**config.mk**
```make
export PLATFORM = sky130hd
export DESIGN_NAME = ipv6_header_chain_parser_top
export DESIGN_NICKNAME = d
export VERILOG_FILES = /design/src/design/ihcp_pkg.sv /design/src/design/ihcp_front.sv /design/src/design/ihcp_fifo.sv /design/src/design/ihcp_back.sv /design/src/design/ipv6_header_chain_parser_top.sv
export SDC_FILE = /design/constraint.sdc
export NUM_CORES = 1
export LEC_CHECK = 0
export BUFFER_PORTS_ARGS = -buffer_cell sky130_fd_sc_hd__buf_2
export CAP_MARGIN = 20
export CORE_MARGIN = 1
export CORE_UTILIZATION = 54
export CTS_CLUSTER_SIZE = 10
export DETAILED_ROUTE_END_ITERATION = 8
export MAX_ROUTING_LAYER = met4
export PLACE_DENSITY = 0.77
export SETUP_SLACK_MARGIN = 0.05
export SLEW_MARGIN = 20
export SYNTH_ARGS = -nofsm -noshare
export SYNTH_HDL_FRONTEND = slang
export SYNTH_SLANG_ARGS = --single-unit
```
**constraint.sdc**
```tcl
create_clock -name clk -period 8.8 [get_ports clk]
set_input_delay 1.76 -clock clk [delete_from_list [all_inputs] [get_ports clk]]
set_output_delay 1.76 -clock clk [all_outputs]
set_load 0.03 [all_outputs]
```
**src/design/ihcp_pkg.sv**
```systemverilog
package ihcp_pkg;

	localparam int FixedLen = 40;
	localparam int LenShift = 3;
	localparam int PosW = 17;
	localparam int PosMax = (1 << PosW) - 1;
	localparam int QueueDepthDefault = 2;

	localparam logic [7:0] NH_HOPOPT   = 8'd0;
	localparam logic [7:0] NH_ROUTING  = 8'd43;
	localparam logic [7:0] NH_ESP      = 8'd50;
	localparam logic [7:0] NH_AH       = 8'd51;
	localparam logic [7:0] NH_DSTOPT   = 8'd60;
	localparam logic [7:0] NH_MOBILITY = 8'd135;

	typedef enum logic [1:0] {
		ST_OK    = 2'd0,
		ST_SHORT = 2'd1,
		ST_TRUNC = 2'd2
	} status_t;

	typedef enum logic [2:0] {
		CLS_NONE,
		CLS_LEN_HI,
		CLS_LEN_LO,
		CLS_NEXT,
		CLS_HOP,
		CLS_SRC,
		CLS_DST,
		CLS_EXT
	} cls_t;

	typedef struct packed {
		logic [7:0] data_byte;
		logic       last_byte;
	} request_t;

	typedef struct packed {
		logic [7:0]  upper_protocol;
		logic [63:0] source_high;
		logic [63:0] source_low;
		logic [63:0] dest_high;
		logic [63:0] dest_low;
		logic [7:0]  hop_limit;
		logic [16:0] header_bytes;
		logic [15:0] upper_payload_len;
		logic [1:0]  parse_status;
	} result_t;

	typedef struct packed {
		logic [7:0]      data;
		logic            last;
		cls_t            cls;
		logic            half;
		logic [PosW-1:0] pos;
	} item_t;

	function automatic logic is_ext(input logic [7:0] code);
		logic r;
		case (code) inside
			NH_HOPOPT, NH_ROUTING, NH_ESP, NH_AH, NH_DSTOPT, NH_MOBILITY: r = 1'b1;
			default: r = 1'b0;
		endcase
		return r;
	endfunction

endpackage

```
**src/design/ihcp_front.sv**
```systemverilog
module ihcp_front (
	input  logic                clk,
	input  logic                arst_n,
	input  logic                push,
	input  ihcp_pkg::request_t  request,
	input  logic                q_full,
	output logic                q_push,
	output ihcp_pkg::item_t     q_item
);

	localparam int PosW = ihcp_pkg::PosW;

	logic [PosW-1:0] pos_q;
	logic            accept;

	assign accept = push && !q_full;
	assign q_push = accept;

	always_ff @(posedge clk or negedge arst_n) begin
		if (!arst_n) begin
			pos_q <= '0;
		end else if (accept) begin
			if (request.last_byte) begin
				pos_q <= '0;
			end else if (pos_q != PosW'(ihcp_pkg::PosMax)) begin
				pos_q <= pos_q + PosW'(1);
			end
		end
	end

	// tag each byte with the header field it lands in
	always_comb begin
		q_item.data = request.data_byte;
		q_item.last = request.last_byte;
		q_item.pos  = pos_q;
		q_item.half = 1'b0;
		if (pos_q == PosW'(4)) begin
			q_item.cls = ihcp_pkg::CLS_LEN_HI;
		end else if (pos_q == PosW'(5)) begin
			q_item.cls = ihcp_pkg::CLS_LEN_LO;
		end else if (pos_q == PosW'(6)) begin
			q_item.cls = ihcp_pkg::CLS_NEXT;
		end else if (pos_q == PosW'(7)) begin
			q_item.cls = ihcp_pkg::CLS_HOP;
		end else if (pos_q >= PosW'(8) && pos_q < PosW'(24)) begin
			q_item.cls  = ihcp_pkg::CLS_SRC;
			q_item.half = pos_q >= PosW'(16);
		end else if (pos_q >= PosW'(24) && pos_q < PosW'(ihcp_pkg::FixedLen)) begin
			q_item.cls  = ihcp_pkg::CLS_DST;
			q_item.half = pos_q >= PosW'(32);
		end else if (pos_q >= PosW'(ihcp_pkg::FixedLen)) begin
			q_item.cls = ihcp_pkg::CLS_EXT;
		end else begin
			q_item.cls = ihcp_pkg::CLS_NONE;
		end
	end

endmodule

```
**src/design/ihcp_fifo.sv**
```systemverilog
module ihcp_fifo #(
	parameter int Depth = ihcp_pkg::QueueDepthDefault
) (
	input  logic             clk,
	input  logic             arst_n,
	input  logic             wr_en,
	input  ihcp_pkg::item_t  wr_item,
	output logic             full,
	input  logic             rd_en,
	output logic             rd_valid,
	output ihcp_pkg::item_t  rd_item
);

	localparam int IdxW = (Depth > 1) ? $clog2(Depth) : 1;
	localparam int CntW = $clog2(Depth + 1);

	ihcp_pkg::item_t mem_q [Depth];
	logic [IdxW-1:0] wr_idx_q, rd_idx_q;
	logic [CntW-1:0] count_q;
	logic            do_wr, do_rd;

	assign full     = count_q == CntW'(Depth);
	assign rd_valid = count_q != '0;
	assign rd_item  = mem_q[rd_idx_q];
	assign do_wr    = wr_en && !full;
	assign do_rd    = rd_en && rd_valid;

	always_ff @(posedge clk) begin
		if (do_wr) begin
			mem_q[wr_idx_q] <= wr_item;
		end
	end

	always_ff @(posedge clk or negedge arst_n) begin
		if (!arst_n) begin
			wr_idx_q <= '0;
			rd_idx_q <= '0;
			count_q  <= '0;
		end else begin
			if (do_wr) begin
				wr_idx_q <= (wr_idx_q == IdxW'(Depth - 1)) ? '0 : wr_idx_q + IdxW'(1);
			end
			if (do_rd) begin
				rd_idx_q <= (rd_idx_q == IdxW'(Depth - 1)) ? '0 : rd_idx_q + IdxW'(1);
			end
			if (do_wr && !do_rd) begin
				count_q <= count_q + CntW'(1);
			end else if (do_rd && !do_wr) begin
				count_q <= count_q - CntW'(1);
			end
		end
	end

endmodule

```
**src/design/ihcp_back.sv**
```systemverilog
module ihcp_back (
	input  logic               clk,
	input  logic               arst_n,
	input  logic               q_valid,
	input  ihcp_pkg::item_t    q_item,
	output logic               q_pop,
	output logic               empty,
	input  logic               pop,
	output ihcp_pkg::result_t  result
);

	localparam int PosW = ihcp_pkg::PosW;
	localparam logic [PosW-1:0] Fixed = PosW'(ihcp_pkg::FixedLen);

	logic [PosW-1:0] decl_q, nes_q, hend_q;
	logic [7:0]      code_q, hop_q;
	logic            done_q;
	logic [63:0]     src_q [2];
	logic [63:0]     dst_q [2];

	logic [PosW-1:0] n_decl, n_nes, n_hend, captured, ext_len;
	logic [7:0]      n_code, n_hop;
	logic            n_done;
	logic [63:0]     n_src [2];
	logic [63:0]     n_dst [2];
	ihcp_pkg::status_t status;
	ihcp_pkg::result_t summary;
	logic            out_valid_q;
	logic            take;

	// only a last byte has to wait for the held summary to leave
	assign take  = q_valid && (!q_item.last || !out_valid_q || pop);
	assign q_pop = take;
	assign empty = !out_valid_q;

	assign ext_len = ({9'b0, q_item.data} + PosW'(1)) << ihcp_pkg::LenShift;

	always_comb begin
		n_decl = decl_q;
		n_nes  = nes_q;
		n_hend = hend_q;
		n_code = code_q;
		n_hop  = hop_q;
		n_done = done_q;
		n_src  = src_q;
		n_dst  = dst_q;
		unique case (q_item.cls)
			ihcp_pkg::CLS_LEN_HI: n_decl = Fixed + {1'b0, q_item.data, 8'h00};
			ihcp_pkg::CLS_LEN_LO: n_decl = decl_q + {9'b0, q_item.data};
			ihcp_pkg::CLS_NEXT: begin
				n_code = q_item.data;
				n_done = !ihcp_pkg::is_ext(q_item.data);
			end
			ihcp_pkg::CLS_HOP: n_hop = q_item.data;
			ihcp_pkg::CLS_SRC:
				n_src[q_item.half] = {src_q[q_item.half][55:0], q_item.data};
			ihcp_pkg::CLS_DST:
				n_dst[q_item.half] = {dst_q[q_item.half][55:0], q_item.data};
			ihcp_pkg::CLS_EXT: begin
				// walk the chain only inside the declared length
				if (q_item.pos < decl_q && !done_q) begin
					if (q_item.pos == nes_q) begin
						n_code = q_item.data;
					end else if ({1'b0, q_item.pos} == {1'b0, nes_q} + (PosW + 1)'(1)) begin
						n_hend = nes_q + ext_len;
						n_nes  = nes_q + ext_len;
						n_done = !ihcp_pkg::is_ext(code_q);
					end
				end
			end
			ihcp_pkg::CLS_NONE: ;
			default: ;
		endcase
	end

	always_comb begin
		captured = (q_item.pos == PosW'(ihcp_pkg::PosMax)) ? q_item.pos
			: q_item.pos + PosW'(1);
		if (captured < Fixed || captured < n_decl) begin
			status = ihcp_pkg::ST_SHORT;
		end else if (!n_done || n_hend > n_decl) begin
			status = ihcp_pkg::ST_TRUNC;
		end else begin
			status = ihcp_pkg::ST_OK;
		end
		summary.upper_protocol    = n_code;
		summary.source_high       = n_src[0];
		summary.source_low        = n_src[1];
		summary.dest_high         = n_dst[0];
		summary.dest_low          = n_dst[1];
		summary.hop_limit         = n_hop;
		summary.header_bytes      = n_hend;
		summary.upper_payload_len = (status == ihcp_pkg::ST_OK) ? 16'(n_decl - n_hend) : 16'h0;
		summary.parse_status      = status;
	end

	always_ff @(posedge clk) begin
		if (take && q_item.last) begin
			result <= summary;
		end
	end

	always_ff @(posedge clk or negedge arst_n) begin
		if (!arst_n) begin
			decl_q      <= '0;
			nes_q       <= Fixed;
			hend_q      <= Fixed;
			code_q      <= '0;
			hop_q       <= '0;
			done_q      <= 1'b0;
			src_q       <= '{default: '0};
			dst_q       <= '{default: '0};
			out_valid_q <= 1'b0;
		end else begin
			if (take) begin
				if (q_item.last) begin
					// drop packet state once the summary is out
					decl_q <= '0;
					nes_q  <= Fixed;
					hend_q <= Fixed;
					code_q <= '0;
					hop_q  <= '0;
					done_q <= 1'b0;
					src_q  <= '{default: '0};
					dst_q  <= '{default: '0};
				end else begin
					decl_q <= n_decl;
					nes_q  <= n_nes;
					hend_q <= n_hend;
					code_q <= n_code;
					hop_q  <= n_hop;
					done_q <= n_done;
					src_q  <= n_src;
					dst_q  <= n_dst;
				end
			end
			if (take && q_item.last) begin
				out_valid_q <= 1'b1;
			end else if (pop) begin
				out_valid_q <= 1'b0;
			end
		end
	end

endmodule

```
**src/design/ipv6_header_chain_parser_top.sv**
```systemverilog
// IPv6 header chain parser.
// Request channel: one packet byte per request, starting at the first byte of
// the fixed header; push is taken at a clock edge where full is low. Mark the
// final captured byte with last_byte.
// Result channel: one summary per packet (addresses, hop limit, protocol where
// the next-header walk stopped, header bytes, upper payload length, status).
// It sits on result while empty is low and leaves on an edge with pop high.
// Throughput: one byte per clock while full stays low. The last byte of a
// packet passes through the queue and then the result register before its
// summary appears on result.
// A short queue sits between the byte classifier and the chain walker, so a
// stalled result keeps bytes flowing until the queue fills; then full rises.
// The walker holds one finished summary and keeps taking bytes of the next
// packet until that packet's last byte, which waits for pop.
// Reset (arst_n low) empties the queue, drops any waiting summary and returns
// the parser to the start of a packet.
module ipv6_header_chain_parser_top #(
	parameter int QueueDepth = ihcp_pkg::QueueDepthDefault
) (
	input  logic               clk,
	input  logic               arst_n,
	input  logic               push,
	output logic               full,
	input  ihcp_pkg::request_t request,
	output logic               empty,
	input  logic               pop,
	output ihcp_pkg::result_t  result
);

	ihcp_pkg::item_t wr_item, rd_item;
	logic            q_push, q_pop, q_valid;

	ihcp_front u_front (
		.clk    (clk),
		.arst_n (arst_n),
		.push   (push),
		.request(request),
		.q_full (full),
		.q_push (q_push),
		.q_item (wr_item)
	);

	ihcp_fifo #(
		.Depth(QueueDepth)
	) u_fifo (
		.clk     (clk),
		.arst_n  (arst_n),
		.wr_en   (q_push),
		.wr_item (wr_item),
		.full    (full),
		.rd_en   (q_pop),
		.rd_valid(q_valid),
		.rd_item (rd_item)
	);

	ihcp_back u_back (
		.clk    (clk),
		.arst_n (arst_n),
		.q_valid(q_valid),
		.q_item (rd_item),
		.q_pop  (q_pop),
		.empty  (empty),
		.pop    (pop),
		.result (result)
	);

endmodule

```
==> impl_metrics.ini <==
[clock_network]
cts_buffers = 82
hold_buffers = 0
max-clock-path-buffers = 3
cts.htree.levels = 3
cts.sinks = 710
cts_setup_buffers = 0
clk_latency_ns = 0.63
clk_pin_slew_worst_paths_ns = 0.06
cts_tree = built
cts_repair_resize_count = 0
root_buffer = clkbuf_16

[layout]
antenna_cells = 0
design_area_um2 = 36600
synthToLayoutAreaGrowth_pct = 15.4
final_cells = 3490
nets = 2767
register_area_um2 = 19600
multi_input_area_um2 = 11300
num-fill-cells = 4229
drive_above_1_share_pct = 26.8

[placed_design]
placed_cells = 3336
io_buffers = 321
dpl.hpwl_um = 55600
gp_congestion = 0.920
placed_area_um2 = 34100

[sta]
tns_ns = 0
worst_pin_slew_ns = 1.13
layout_worst_path_cycle_share_pct = 83.2
slew_headroom_pct = 24.8
setup_viol = 0
clock_skew_ns = 0.0356
max_freq_mhz = 137
finalMaxSlewViolations = 0
hold_violations = 0
period_needed_ns = 7.32
rsz0062_at_grt = no

[grt]
grt_max_degree = 186
use_met3_pct = 4.15
use_met1_pct = 38.8
track_usage_pct = 28.3
grt_pass1_wl_um = 126000
antenna_found_initial = 0
grt.overflow.total = 0
grtUsageMet2_pct = 44.2
grt.busiest_layer = met2
grt_pass1_vias = 21257

[setup_path]
arrival_ns = 7.75
worstSetupPathType = register to register
endpoint_kind = register
cp.required_ns = 9.23
crit_fanout = 36
crit_path_start_kind = register

[synth]
syn_avg_cell_area_um2 = 13.5
synth_area_um2 = 31700
async_flop_share_pct = 48.3
synth_top_area_cell = edfxtp_1
seq_area_frac_synth_pct = 61.9
synth_cell_types = 86
synth_top_area_share_pct = 34.8
synth-edff-count = 367
yosys_warnings = 0
synth-seq-cells = 710
synth_fp_nets = 2454
syn-instance-count = 2343
netlist_top_cells_area = edfxtp_1 (35%), dfrtp_1 (27%), mux2_2 (8.1%)
synthFlopType = edfxtp_1

[floorplanning]
fp.coreArea_um2 = 57800
die_area_um2 = 59600
start_util_pct = 54.8
fp.dieW_um = 244
rows = 88
dieHeight_um = 244
ios = 322

[power]
power_density_nw_per_um2 = 381
ir_drop_v = 0.000312
p_leak_uw = 0.0160

[outcome]
outcome = complete, no violations

[drt]
drtAntennaViolNets = 0
avgViaCountPerCell = 6.08
first_pass_iters = 6
vias = 21202
drc = 0
detail_route.wl_per_cell_um = 23.6
initialDrtViolationCount = 1789
drt-total-wl_um = 82300

[hold_path]
hold_path.class = register to register

[job]
drv_cap = 0
[area by class of cell]
class | instances | share of cell area (%)
clock buffers | 144 | 6.43
clock inverters | 9 | 0.325
inverters | 89 | 0.945
multi-input cells | 1422 | 30.9
flip-flops and latches | 710 | 53.7
well taps | 765 | 2.62
repair buffers | 351 | 5.16
[layout by cell type (no fill, tap or decap), types with 14 or more instances in the layout]
cell / instances
o21ai_0: 92
nor4_1: 15
a21o_1: 14
clkbuf_1: 59
edfxtp_1: 367
nand2_1: 135
and3_1: 17
buf_2: 320
buf_4: 27
ha_1: 95
a22o_1: 269
xnor2_1: 52
nand4_1: 19
nand3_1: 31
nor3_1: 21
mux2i_1: 17
nor2_1: 85
xor2_1: 24
clkbuf_16: 85
inv_1: 82
mux2_2: 227
a21oi_1: 73
dfrtp_1: 338
[worst paths after layout]
kind | startpoint | end | slack, ns | cells past startpoint
min in group asynchronous | arst_n | u_back.dst_q[12] | 1.06 | 1
worst min-delay path | u_back.hend_q[12] | u_back.hend_q[12] | 0.48 | 2
worst max-delay path | u_fifo.rd_idx_q | u_back.result[7] | 1.48 | 23
max in group asynchronous | arst_n | u_fifo.rd_idx_q | 6.29 | 2
worst max register to register | u_fifo.rd_idx_q | u_back.result[7] | 1.48 | 23
worst min register to register | u_back.hend_q[12] | u_back.hend_q[12] | 0.48 | 2
[metrics by stage]
stage / worst slack (ns) / hold slack, ns / power [µW] / utilization (%)
3_3_place_gp: 1.81 / 0.460 / 10800 / 58.9
5_1_grt: 0.974 / 0.498 / 14600 / 63.2
3_5_place_dp: 1.62 / 0.464 / 10800 / 58.9
2_1_floorplan: 1.44 / 0.440 / 9010 / -
6_report: 1.48 / 0.478 / 13900 / 63.2
4_1_cts: 1.56 / 0.478 / 14000 / 63.2
[metal layers]
layer / wire, µm / vias to the layer above
li1: - / 9474
met4: 2100 / 0
met3: 4460 / 121
met1: 35900 / 10873
met5: 0 / -
met2: 39900 / 734
[state kept, by name, summed over array words and instances, names as in the netlist]
name                count
u_back.nes_q           14
u_back.decl_q          17
u_front.pos_q          17
u_back.out_valid_q      1
u_back.result         307
u_back.src_q          128
u_fifo.rd_idx_q         1
u_back.code_q           8
u_fifo.wr_idx_q         1
u_back.done_q           1
u_back.hop_q            8
u_back.dst_q          128
u_fifo.mem_q           60
u_back.hend_q          17
u_fifo.count_q          2
[Yosys cell counts, types with 16 or more instances]
cell type  number
nand4_1        19
xor2_1         24
o21ai_0        92
inv_1          83
nor2_1         88
buf_2          16
dfrtp_1       339
nand3_1        33
nor3_1         21
a21oi_1        73
mux2i_1        25
a22o_1        269
edfxtp_1      367
ha_1           95
clkbuf_1       97
mux2_2        227
and3_1         17
nand2_1       135
xnor2_1        52
[power breakdown]
| group | switching, µW | internal [µW] | leakage [µW] |
|---|---|---|---|
| Sequential | 423 | 4590 | 0.00833 |
| Clock | 1330 | 1820 | 0.00118 |
| Combinational | 4250 | 1540 | 0.00649 |
| Total | 6000 | 7940 | 0.0160 |
[worst max-delay path, cell delays in order, from the launching register on]
cell      delay [ns]
dfrtp_2         0.87
buf_4           0.49
mux2i_2         0.76
inv_1           0.24
a21oi_1         0.19
a21oi_1         0.06
ha_1            0.33
nor2_1          0.05
nor2_1          0.08
o31a_1          0.18
nor4_1          0.08
o31ai_1         0.70
nand3_1         0.18
xor2_1          0.30
o21ai_0         0.17
ha_1            0.37
a21oi_1         0.15
nor2_1          0.06
a211oi_1        0.37
a21oi_1         0.11
a21boi_0        0.17
and3_1          0.20
or3b_1          0.68
nor3_1          0.30
[cells by family (layout without fill, tap and decap cells)]
family / Yosys count / in the layout / synth area share [%]
simple gates: 404 / 404 / 6.26
buf+inv: 211 / 593 / 2.71
fa+ha+maj: 98 / 98 / 3.94
mux: 265 / 265 / 9.46
compound gates: 579 / 579 / 13.6
xor+xnor: 76 / 76 / 2.10
flops: 710 / 710 / 61.9
Power figures use the tool's default switching activity.
